<file path="src/hw/rtl/assert_macros.svh">
// assertion helpers shared by the rtl, clocked on i_clk and held off during i_rst_n
`ifndef ASSERT_MACROS_SVH
`define ASSERT_MACROS_SVH

// same-cycle implication
`define SSA_AST_IMP(lbl, ante, cons) \
    lbl: assert property (@(posedge i_clk) disable iff (!i_rst_n) (ante) |-> (cons)) \
        else $error("ssa assertion failed");

// next-cycle implication
`define SSA_AST_NXT(lbl, ante, cons) \
    lbl: assert property (@(posedge i_clk) disable iff (!i_rst_n) (ante) |=> (cons)) \
        else $error("ssa assertion failed");

`endif

</file>
<file path="src/hw/rtl/ssa_pkg.sv">
`default_nettype none

package ssa_pkg;

    // ring depth default
    localparam int AVG_DEPTH_DEF = 6;

    localparam int DATA_W = 16;

    // register reset values
    localparam logic [15:0] MINUTE_TICKS_RST  = 16'd60;
    localparam logic [7:0]  SLOW_INTERVAL_RST = 8'd10;
    localparam logic [15:0] FAST_INTERVAL_RST = 16'd3;
    localparam logic [15:0] FAST_WINDOW_RST   = 16'd120;

    // register indexes (word address)
    localparam logic [1:0] REG_MINUTE_TICKS  = 2'd0;
    localparam logic [1:0] REG_SLOW_INTERVAL = 2'd1;
    localparam logic [1:0] REG_FAST_INTERVAL = 2'd2;
    localparam logic [1:0] REG_FAST_WINDOW   = 2'd3;

    // op codes
    localparam logic [2:0] OP_TICK  = 3'd0;
    localparam logic [2:0] OP_START = 3'd1;
    localparam logic [2:0] OP_TRST  = 3'd2;
    localparam logic [2:0] OP_KEY   = 3'd3;
    localparam logic [2:0] OP_INIT  = 3'd4;

    typedef enum logic [1:0] {
        PH_IDLE    = 2'd0,
        PH_READY   = 2'd1,
        PH_COLLECT = 2'd2,
        PH_FINISH  = 2'd3
    } t_phase;

    typedef struct packed {
        logic [15:0] minute_ticks;
        logic [7:0]  slow_interval;
        logic [15:0] fast_interval;
        logic [15:0] fast_window;
    } t_cfg;

    // control outcome of one word
    typedef struct packed {
        t_phase phase;
        logic   start;
        logic   taken;
        logic   refresh;
        logic   fast;
    } t_step;

endpackage

`default_nettype wire

</file>
<file path="src/hw/rtl/ssa_in_if.sv">
`default_nettype none

interface ssa_in_if;
    logic               valid;
    logic               ready;
    logic [2:0]         op;
    logic signed [15:0] sample_value;

    modport source (output valid, output op, output sample_value, input ready);
    modport sink   (input valid, input op, input sample_value, output ready);
endinterface

`default_nettype wire

</file>
<file path="src/hw/rtl/ssa_out_if.sv">
`default_nettype none

interface ssa_out_if;
    logic               valid;
    logic               ready;
    logic [1:0]         phase;
    logic               start_conversion;
    logic               sample_taken;
    logic signed [15:0] current_temp;
    logic signed [15:0] average_temp;
    logic               refresh_done;
    logic               fast_active;

    modport source (
        output valid, output phase, output start_conversion, output sample_taken,
        output current_temp, output average_temp, output refresh_done,
        output fast_active, input ready
    );
    modport sink (
        input valid, input phase, input start_conversion, input sample_taken,
        input current_temp, input average_temp, input refresh_done,
        input fast_active, output ready
    );
endinterface

`default_nettype wire

</file>
<file path="src/hw/rtl/ssa_cfg.sv">
`default_nettype none

module ssa_cfg
    import ssa_pkg::*;
(
    input  wire logic        i_clk,
    input  wire logic        i_rst_n,
    input  wire logic        psel,
    input  wire logic        penable,
    input  wire logic        pwrite,
    input  wire logic [3:0]  paddr,
    input  wire logic [31:0] pwdata,
    output      logic [31:0] prdata,
    output      logic        pready,
    output      t_cfg        o_cfg
);

    t_cfg r_cfg;
    logic w_wr;

    assign w_wr   = psel & penable & pwrite;
    assign pready = 1'b1;
    assign o_cfg  = r_cfg;

    always_ff @(posedge i_clk) begin
        if (!i_rst_n) begin
            r_cfg.minute_ticks  <= MINUTE_TICKS_RST;
            r_cfg.slow_interval <= SLOW_INTERVAL_RST;
            r_cfg.fast_interval <= FAST_INTERVAL_RST;
            r_cfg.fast_window   <= FAST_WINDOW_RST;
        end else if (w_wr) begin
            unique case (paddr[3:2])
                REG_MINUTE_TICKS:  r_cfg.minute_ticks  <= pwdata[15:0];
                REG_SLOW_INTERVAL: r_cfg.slow_interval <= pwdata[7:0];
                REG_FAST_INTERVAL: r_cfg.fast_interval <= pwdata[15:0];
                REG_FAST_WINDOW:   r_cfg.fast_window   <= pwdata[15:0];
                default: ;
            endcase
        end
    end

    always_comb begin
        unique case (paddr[3:2])
            REG_MINUTE_TICKS:  prdata = {16'd0, r_cfg.minute_ticks};
            REG_SLOW_INTERVAL: prdata = {24'd0, r_cfg.slow_interval};
            REG_FAST_INTERVAL: prdata = {16'd0, r_cfg.fast_interval};
            REG_FAST_WINDOW:   prdata = {16'd0, r_cfg.fast_window};
            default:           prdata = 32'd0;
        endcase
    end

endmodule

`default_nettype wire

</file>
<file path="src/hw/rtl/ssa_ctrl.sv">
`default_nettype none
`include "assert_macros.svh"

module ssa_ctrl
    import ssa_pkg::*;
(
    input  wire logic       i_clk,
    input  wire logic       i_rst_n,
    input  wire logic       i_adv,
    input  wire logic [2:0] i_op,
    input  wire t_cfg       i_cfg,
    output      t_step      o_step
);

    t_phase      r_phase, n_phase;
    logic [15:0] r_mc, n_mc;
    logic [7:0]  r_sc, n_sc;
    logic [15:0] r_fwc, n_fwc;
    logic [15:0] r_fic, n_fic;
    logic        r_fast, n_fast;

    logic [15:0] w_mc_inc, w_fwc_inc, w_fic_inc;
    logic [7:0]  w_sc_inc;
    logic        w_start, w_taken, w_refresh;

    // saturating increments
    assign w_mc_inc  = (r_mc  == 16'hFFFF) ? r_mc  : r_mc  + 16'd1;
    assign w_fwc_inc = (r_fwc == 16'hFFFF) ? r_fwc : r_fwc + 16'd1;
    assign w_fic_inc = (r_fic == 16'hFFFF) ? r_fic : r_fic + 16'd1;
    assign w_sc_inc  = (r_sc  == 8'hFF)    ? r_sc  : r_sc  + 8'd1;

    always_ff @(posedge i_clk) begin
        if (!i_rst_n) begin
            r_phase <= PH_IDLE;
            r_mc    <= '0;
            r_sc    <= '0;
            r_fwc   <= '0;
            r_fic   <= '0;
            r_fast  <= 1'b0;
        end else if (i_adv) begin
            r_phase <= n_phase;
            r_mc    <= n_mc;
            r_sc    <= n_sc;
            r_fwc   <= n_fwc;
            r_fic   <= n_fic;
            r_fast  <= n_fast;
        end
    end

    always_comb begin
        n_phase   = r_phase;
        n_mc      = r_mc;
        n_sc      = r_sc;
        n_fwc     = r_fwc;
        n_fic     = r_fic;
        n_fast    = r_fast;
        w_start   = 1'b0;
        w_taken   = 1'b0;
        w_refresh = 1'b0;
        unique case (i_op)
            OP_TICK: begin
                unique case (r_phase)
                    PH_IDLE: begin
                        if (r_fast) begin
                            if (w_fwc_inc <= i_cfg.fast_window) begin
                                n_fwc = w_fwc_inc;
                                if (w_fic_inc >= i_cfg.fast_interval) begin
                                    n_phase = PH_READY;
                                    n_fic   = '0;
                                end else begin
                                    n_fic = w_fic_inc;
                                end
                            end else begin
                                n_fast = 1'b0;
                                n_fwc  = '0;
                            end
                        end else if (w_mc_inc >= i_cfg.minute_ticks) begin
                            n_mc = '0;
                            if (w_sc_inc >= i_cfg.slow_interval) begin
                                n_phase = PH_READY;
                                n_sc    = '0;
                            end else begin
                                n_phase = PH_FINISH;
                                n_sc    = w_sc_inc;
                            end
                        end else begin
                            n_mc = w_mc_inc;
                        end
                    end
                    PH_READY: begin
                        w_start = 1'b1;
                        n_phase = PH_COLLECT;
                    end
                    PH_COLLECT: begin
                        w_taken = 1'b1;
                        n_phase = PH_FINISH;
                    end
                    PH_FINISH: begin
                        w_refresh = 1'b1;
                        n_phase   = PH_IDLE;
                    end
                    default: ;
                endcase
            end
            OP_START: n_phase = PH_READY;
            OP_TRST: begin
                n_mc  = '0;
                n_sc  = '0;
                n_fwc = '0;
                n_fic = i_cfg.fast_interval - 16'd1;
            end
            OP_KEY:  n_fast = 1'b1;
            OP_INIT: begin
                n_mc = i_cfg.minute_ticks - 16'd1;
                n_sc = i_cfg.slow_interval - 8'd1;
            end
            default: ;
        endcase
    end

    assign o_step.phase   = n_phase;
    assign o_step.start   = w_start;
    assign o_step.taken   = w_taken;
    assign o_step.refresh = w_refresh;
    assign o_step.fast    = n_fast;

    // window count only runs while fast mode is on
    `SSA_AST_IMP(a_window_idle, !r_fast, r_fwc == 16'd0)

endmodule

`default_nettype wire

</file>
<file path="src/hw/rtl/ssa_avg.sv">
`default_nettype none

module ssa_avg
    import ssa_pkg::*;
#(
    parameter int AVG_DEPTH = AVG_DEPTH_DEF
) (
    input  wire logic               i_clk,
    input  wire logic               i_rst_n,
    input  wire logic               i_take,
    input  wire logic signed [15:0] i_sample,
    output      logic signed [15:0] o_temp,
    output      logic signed [15:0] o_avg
);

    localparam int LOG_D  = $clog2(AVG_DEPTH);
    localparam int PTR_W  = LOG_D;
    localparam int SUM_W  = DATA_W + LOG_D;
    localparam int SH     = SUM_W + LOG_D;
    localparam int REC_W  = SH - LOG_D + 1;
    localparam int PROD_W = SUM_W + REC_W;
    // ceil(2^SH / depth): exact floor division for every magnitude below 2^SUM_W
    localparam logic [REC_W-1:0] RECIP =
        REC_W'(((64'd1 << SH) + 64'(AVG_DEPTH) - 64'd1) / 64'(AVG_DEPTH));
    localparam logic [PTR_W-1:0] PTR_LAST = PTR_W'(AVG_DEPTH - 1);

    logic signed [15:0]      r_ring [AVG_DEPTH];
    logic [PTR_W-1:0]        r_ptr, n_ptr;
    logic                    r_full, n_full;
    logic signed [SUM_W-1:0] r_sum, n_sum;
    logic signed [15:0]      r_temp, r_avg, n_avg;

    logic signed [15:0]      w_old;
    logic                    w_last, w_neg;
    logic [SUM_W-1:0]        w_mag;
    logic [PROD_W-1:0]       w_prod;
    logic [15:0]             w_q;

    // entries are read only after a full pass, so the ring needs no clearing
    assign w_old  = r_full ? r_ring[r_ptr] : 16'sd0;
    assign w_last = (r_ptr == PTR_LAST);
    assign n_ptr  = w_last ? '0 : r_ptr + PTR_W'(1);
    assign n_full = r_full | w_last;
    assign n_sum  = r_sum - {{(SUM_W-DATA_W){w_old[15]}}, w_old}
                          + {{(SUM_W-DATA_W){i_sample[15]}}, i_sample};

    // mean truncated toward zero: divide the magnitude, restore the sign
    assign w_neg  = n_sum[SUM_W-1];
    assign w_mag  = w_neg ? SUM_W'(-n_sum) : SUM_W'(n_sum);
    assign w_prod = PROD_W'(w_mag) * PROD_W'(RECIP);
    assign w_q    = w_prod[SH +: 16];
    assign n_avg  = n_full ? (w_neg ? -$signed(w_q) : $signed(w_q)) : i_sample;

    always_ff @(posedge i_clk) begin
        if (!i_rst_n) begin
            r_ptr  <= '0;
            r_full <= 1'b0;
            r_sum  <= '0;
            r_temp <= '0;
            r_avg  <= '0;
        end else if (i_take) begin
            r_ptr  <= n_ptr;
            r_full <= n_full;
            r_sum  <= n_sum;
            r_temp <= i_sample;
            r_avg  <= n_avg;
        end
    end

    always_ff @(posedge i_clk) begin
        if (i_take) begin
            r_ring[r_ptr] <= i_sample;
        end
    end

    assign o_temp = i_take ? i_sample : r_temp;
    assign o_avg  = i_take ? n_avg : r_avg;

endmodule

`default_nettype wire

</file>
<file path="src/hw/rtl/sensor_sample_scheduler_avg_core.sv">
// flow: a word accepted into the input register is loaded into the result register once that
// is empty or being drained, and its result word can then be taken from there
// throughput: one word per cycle while the result side keeps taking words, set by the single
// input register and result register stage, with all work for a word in the logic between them
// reset: synchronous active-low i_rst_n clears phase, counters, ring state and valids;
// registers return to 60, 10, 3 and 120
`default_nettype none
`include "assert_macros.svh"

module sensor_sample_scheduler_avg_core
    import ssa_pkg::*;
#(
    parameter int AVG_DEPTH = AVG_DEPTH_DEF
) (
    input  wire logic        i_clk,
    input  wire logic        i_rst_n,
    ssa_in_if.sink           i_in,
    ssa_out_if.source        o_out,
    input  wire logic        psel,
    input  wire logic        penable,
    input  wire logic        pwrite,
    input  wire logic [3:0]  paddr,
    input  wire logic [31:0] pwdata,
    output      logic [31:0] prdata,
    output      logic        pready
);

    typedef struct packed {
        t_step              step;
        logic signed [15:0] temp;
        logic signed [15:0] avg;
    } t_res;

    t_cfg               w_cfg;
    t_step              w_step;
    logic signed [15:0] w_temp, w_avg;

    // input register
    logic               r_in_vld;
    logic [2:0]         r_op;
    logic signed [15:0] r_sample;

    // result register
    logic               r_out_vld;
    t_res               r_res;

    logic               w_adv;

    // the held word moves on when the result register is empty or being drained
    assign w_adv      = r_in_vld & (~r_out_vld | o_out.ready);
    assign i_in.ready = ~r_in_vld | w_adv;

    // config registers on the apb side
    ssa_cfg u_cfg (
        .i_clk   (i_clk),
        .i_rst_n (i_rst_n),
        .psel    (psel),
        .penable (penable),
        .pwrite  (pwrite),
        .paddr   (paddr),
        .pwdata  (pwdata),
        .prdata  (prdata),
        .pready  (pready),
        .o_cfg   (w_cfg)
    );

    // phase sequencer and tick scheduler
    ssa_ctrl u_ctrl (
        .i_clk   (i_clk),
        .i_rst_n (i_rst_n),
        .i_adv   (w_adv),
        .i_op    (r_op),
        .i_cfg   (w_cfg),
        .o_step  (w_step)
    );

    // sample ring with running sum and mean
    ssa_avg #(
        .AVG_DEPTH (AVG_DEPTH)
    ) u_avg (
        .i_clk    (i_clk),
        .i_rst_n  (i_rst_n),
        .i_take   (w_adv & w_step.taken),
        .i_sample (r_sample),
        .o_temp   (w_temp),
        .o_avg    (w_avg)
    );

    // input stage
    always_ff @(posedge i_clk) begin
        if (!i_rst_n) begin
            r_in_vld <= 1'b0;
        end else if (i_in.ready) begin
            r_in_vld <= i_in.valid;
        end
    end

    always_ff @(posedge i_clk) begin
        if (i_in.ready && i_in.valid) begin
            r_op     <= i_in.op;
            r_sample <= i_in.sample_value;
        end
    end

    // result stage
    always_ff @(posedge i_clk) begin
        if (!i_rst_n) begin
            r_out_vld <= 1'b0;
        end else if (w_adv) begin
            r_out_vld <= 1'b1;
        end else if (o_out.ready) begin
            r_out_vld <= 1'b0;
        end
    end

    always_ff @(posedge i_clk) begin
        if (w_adv) begin
            r_res.step <= w_step;
            r_res.temp <= w_temp;
            r_res.avg  <= w_avg;
        end
    end

    assign o_out.valid            = r_out_vld;
    assign o_out.phase            = r_res.step.phase;
    assign o_out.start_conversion = r_res.step.start;
    assign o_out.sample_taken     = r_res.step.taken;
    assign o_out.current_temp     = r_res.temp;
    assign o_out.average_temp     = r_res.avg;
    assign o_out.refresh_done     = r_res.step.refresh;
    assign o_out.fast_active      = r_res.step.fast;

    // pulses only come with the phase that follows them
    `SSA_AST_IMP(a_start_phase, r_out_vld && r_res.step.start, r_res.step.phase == PH_COLLECT)
    `SSA_AST_IMP(a_taken_phase, r_out_vld && r_res.step.taken, r_res.step.phase == PH_FINISH)
    `SSA_AST_IMP(a_refresh_phase, r_out_vld && r_res.step.refresh, r_res.step.phase == PH_IDLE)
    // a word leaving the input stage always lands in the result register
    `SSA_AST_NXT(a_adv_loads, w_adv, r_out_vld)

endmodule

`default_nettype wire

</file>
<file path="src/flat_wrapper.sv">
// flat-port wrapper written by rule: the top's interface ports become plain ports
module sensor_sample_scheduler_avg_core_flat import ssa_pkg::*;
#(
    parameter int AVG_DEPTH = AVG_DEPTH_DEF
)
  (i_clk, i_rst_n, psel, penable, pwrite, paddr, pwdata, prdata, pready, i_in_valid, i_in_op, i_in_sample_value, i_in_ready, o_out_valid, o_out_phase, o_out_start_conversion, o_out_sample_taken, o_out_current_temp, o_out_average_temp, o_out_refresh_done, o_out_fast_active, o_out_ready);
  ssa_in_if i_in_i ();
  ssa_out_if o_out_i ();
  input  wire logic i_clk;
  input  wire logic i_rst_n;
  input  wire logic psel;
  input  wire logic penable;
  input  wire logic pwrite;
  input  wire logic [3:0] paddr;
  input  wire logic [31:0] pwdata;
  output      logic [31:0] prdata;
  output      logic pready;
  input wire logic [$bits(i_in_i.valid)-1:0] i_in_valid;
  input wire logic [$bits(i_in_i.op)-1:0] i_in_op;
  input wire logic [$bits(i_in_i.sample_value)-1:0] i_in_sample_value;
  output wire logic [$bits(i_in_i.ready)-1:0] i_in_ready;
  output wire logic [$bits(o_out_i.valid)-1:0] o_out_valid;
  output wire logic [$bits(o_out_i.phase)-1:0] o_out_phase;
  output wire logic [$bits(o_out_i.start_conversion)-1:0] o_out_start_conversion;
  output wire logic [$bits(o_out_i.sample_taken)-1:0] o_out_sample_taken;
  output wire logic [$bits(o_out_i.current_temp)-1:0] o_out_current_temp;
  output wire logic [$bits(o_out_i.average_temp)-1:0] o_out_average_temp;
  output wire logic [$bits(o_out_i.refresh_done)-1:0] o_out_refresh_done;
  output wire logic [$bits(o_out_i.fast_active)-1:0] o_out_fast_active;
  input wire logic [$bits(o_out_i.ready)-1:0] o_out_ready;
  assign i_in_i.valid = i_in_valid;
  assign i_in_i.op = i_in_op;
  assign i_in_i.sample_value = i_in_sample_value;
  assign i_in_ready = i_in_i.ready;
  assign o_out_valid = o_out_i.valid;
  assign o_out_phase = o_out_i.phase;
  assign o_out_start_conversion = o_out_i.start_conversion;
  assign o_out_sample_taken = o_out_i.sample_taken;
  assign o_out_current_temp = o_out_i.current_temp;
  assign o_out_average_temp = o_out_i.average_temp;
  assign o_out_refresh_done = o_out_i.refresh_done;
  assign o_out_fast_active = o_out_i.fast_active;
  assign o_out_i.ready = o_out_ready;
  sensor_sample_scheduler_avg_core #(.AVG_DEPTH(AVG_DEPTH)) u_core (.i_clk(i_clk), .i_rst_n(i_rst_n), .i_in(i_in_i), .o_out(o_out_i), .psel(psel), .penable(penable), .pwrite(pwrite), .paddr(paddr), .pwdata(pwdata), .prdata(prdata), .pready(pready));
endmodule
</file>
<file path="config.mk">
export PLATFORM = sky130hd
export DESIGN_NAME = sensor_sample_scheduler_avg_core_flat
export DESIGN_NICKNAME = d
export VERILOG_FILES = /design/src/hw/rtl/ssa_pkg.sv /design/src/hw/rtl/ssa_in_if.sv /design/src/hw/rtl/ssa_out_if.sv /design/src/hw/rtl/ssa_cfg.sv /design/src/hw/rtl/ssa_ctrl.sv /design/src/hw/rtl/ssa_avg.sv /design/src/hw/rtl/sensor_sample_scheduler_avg_core.sv /design/src/flat_wrapper.sv
export VERILOG_INCLUDE_DIRS = /design/src /design/src/hw/rtl
export SDC_FILE = /design/constraint.sdc
export NUM_CORES = 1
export LEC_CHECK = 0
export BUFFER_PORTS_ARGS = -buffer_cell sky130_fd_sc_hd__buf_2
export CORE_MARGIN = 10
export CORE_UTILIZATION = 40
export DETAILED_ROUTE_END_ITERATION = 10
export PLACE_DENSITY = 0.52
export SLEW_MARGIN = 30
export SYNTH_ARGS = -nofsm -noshare
export SYNTH_HDL_FRONTEND = slang
export SYNTH_SLANG_ARGS = --single-unit
</file>
<file path="constraint.sdc">
create_clock -name i_clk -period 21 [get_ports i_clk]
set_clock_uncertainty 0.2 [all_clocks]
set_input_delay 4.2 -clock i_clk [delete_from_list [all_inputs] [get_ports i_clk]]
set_output_delay 4.2 -clock i_clk [all_outputs]
set_load 0.03 [all_outputs]
</file>
==> flow_metrics.tcl <==
set metrics [dict create \
    outcome "finished clean" \
    cts.path.max_buffers 3 \
    ant_nets 0 \
    cp_max_fo 32 \
    drv_cap 0 \
    ys_seq_elements 328 \
    core.rowCount 90 \
    grtUsageMet1_pct 24.1 \
    wirelength_mm 65.7 \
    max_freq_mhz 75.3 \
    endpoint_kind "flip-flop" \
    async_flop_share_pct 0 \
    fin_cells 3479 \
    slowest_stage "fa_1" \
    drc 0 \
    grt_pass1_vias 19000 \
    dpl.hpwl_mm 50.5 \
    portBuffers 99 \
    drtIter0Drc 1083 \
    grt_pass1_wl_mm 106 \
    min_period_ns 13.27 \
    holdPathStages 2 \
    dieArea_mm2 0.0710 \
    cts_setup_buffers 0 \
    startpoint_type "flip-flop" \
    drive_gt1_share_pct 9.83 \
    first_pass_iters 5 \
    grt_max_degree 87 \
    wl_per_cell_um 18.9 \
    fin_nets 3065 \
    ys_seq_area_share_pct 33.4 \
    numCtsBuffers 39 \
    syn_to_final_growth_pct 10.6 \
    stdcell_area_mm2 0.0269 \
    initial_core_util_pct 40.3 \
    netlist_instances 2595 \
    clock-sinks 328 \
    rsz0062_at_grt "no" \
    crit_top_cell "fa_1" \
    io_pins 135 \
    slew_headroom_pct 33.7 \
    netlist_area_mm2 0.0243 \
    dp.cells 3409 \
    tightest_slew_ns 0.993 \
    num_vias 18600 \
    ys.flop_type "dfxtp_1" \
    path_clk_slew_ns 0.06 \
    synth_edf_count 153 \
    synth_cell_types 98 \
    die_w_um 266 \
    report.final.slew_viol_count 0 \
    antenna_found_initial 0 \
    criticalPathCategory "flip-flop to flip-flop" \
    grt.met3_usage_pct 3.11 \
    viasPerCell 5.35 \
    antennaDiodeCount 0 \
    reg2reg_depth 40 \
    grtUsageMet2_pct 31.6 \
    clk_latency_ns 0.56 \
    cp_slowest_stage_delay_ns 0.69 \
    cts_hold_buf 0 \
    cts-root-buf "clkbuf_16" \
    grt_use_total_pct 18.6 \
    cts.htree.levels 2 \
    tns_ns 0 \
    required_ns 21.25 \
    cts_resized 0 \
    die-height_um 266 \
    post_dp_cell_area_mm2 0.0256 \
    gr-total-overflow 0 \
    setup_viol 0 \
    cp.arrival_ns 13.52 \
    gr-max-usage-layer "met2" \
    worstHoldPathType "flip-flop to flip-flop" \
    cts_tree "done" \
    finalHoldViolations 0 \
    gp_congestion 0.883 \
    holdWs_ns 0.256 \
    core_mm2 0.0602 \
    fin_crit_sh_pct 63.2 \
    yosys_warnings 0 \
    syn_area_per_cell_um2 9.36 \
]
[cell families (layout without fill, tap and decap cells)]
group	count (synthesis)	after routing	synth area share, %
other	2	20	0.0309
AO/OA/AOI/OAI	542	542	14.7
flip-flops	328	328	33.4
XOR/XNOR	131	131	4.79
buffers and inverters	462	546	7.44
multiplexers	64	64	3.97
AND/OR/NAND/NOR	731	731	14.8
adder cells (fa/ha/maj)	335	335	20.9
[worst max-delay path: cells and delay by family, from the launching register on]
kind / cells / cell delay (ns)
AO/OA/AOI/OAI: 11 / 3.51
XOR/XNOR: 3 / 0.93
adder cells (fa/ha/maj): 9 / 4.44
buffers and inverters: 6 / 0.89
flip-flops: 1 / 0.31
multiplexers: 1 / 0.59
AND/OR/NAND/NOR: 10 / 2.27
[metrics by stage]
step,utilization [%],worst slack [ns]
2_1_floorplan,-,9.37
3_3_place_gp,42.5,7.78
3_5_place_dp,42.5,7.74
4_1_cts,44.6,7.71
5_1_grt,44.6,6.81
6_report,44.6,7.73
[synth_stat cells (56+ instances only)]
library cell / number / area [µm²]
inv_1: 349 / 1310
nand2_1: 285 / 1070
ha_1: 218 / 2730
dfxtp_1: 175 / 3500
a21oi_1: 158 / 791
edfxtp_1: 153 / 4590
nor2_1: 121 / 454
fa_1: 117 / 2340
o21ai_0: 99 / 495
xnor2_1: 88 / 771
clkbuf_1: 84 / 315
nand3_1: 62 / 310
a21o_1: 56 / 420
[cells in the final DEF (no fill, tap or decap), types with 88 or more instances in the layout]
| cell type | synthesis | routed |
|---|---|---|
| buf_2 | 0 | 99 |
| nand2_1 | 285 | 284 |
| fa_1 | 117 | 117 |
| edfxtp_1 | 153 | 153 |
| ha_1 | 218 | 218 |
| inv_1 | 349 | 348 |
| o21ai_0 | 99 | 99 |
| nor2_1 | 121 | 120 |
| dfxtp_1 | 175 | 174 |
| a21oi_1 | 158 | 156 |
| xnor2_1 | 88 | 88 |
[per-layer routing]
layer	part of all wire (%)	up-vias	wire length [µm]
met1	45	9068	29400
met3	4.6	90	3050
li1	-	9106	-
met5	0	-	0
met2	48	348	31600
met4	2.4	0	1610
[worst paths after layout]
kind / startpoint / endpoint / slack [ns]
max: flip-flop / u_core.u_avg.r_avg[15] / 7.73
min: u_core.u_cfg.o_cfg[29] / u_core.u_cfg.o_cfg[29] / 0.26
max reg2reg: flip-flop / u_core.u_avg.r_avg[15] / 7.73
min reg2reg: u_core.u_cfg.o_cfg[29] / u_core.u_cfg.o_cfg[29] / 0.26
[flip-flops by register name (all words and copies together) (netlist names), 2 cells and up, named ones only]
register and count:
u_core.o_out.current_temp 16, u_core.u_ctrl.r_fic 16, u_core.u_avg.r_ring 96, u_core.u_avg.r_ptr 3, u_core.u_ctrl.r_fwc 16, u_core.r_sample 16
u_core.o_out.phase 2, u_core.u_ctrl.r_mc 16, u_core.u_ctrl.r_phase 2, u_core.r_op 3, u_core.u_avg.r_temp 16, u_core.u_ctrl.r_sc 8
u_core.u_cfg.o_cfg 56, u_core.u_avg.r_avg 16, u_core.u_avg.r_sum 19, u_core.o_out.average_temp 16
[cell type report]
cell class / count / area, µm²
multi-input cells: 1823 / 14500
repair buffers: 126 / 698
fillers: 5874 / 33400
flip-flops and latches: 328 / 8100
clock buffers: 52 / 1080
inverters: 350 / 1310
well taps: 782 / 978
clock inverters: 18 / 163
Power is left out: the tool's default activity adds up to more than one toggle a clock period on the data nets, which glitch-free logic cannot reach.
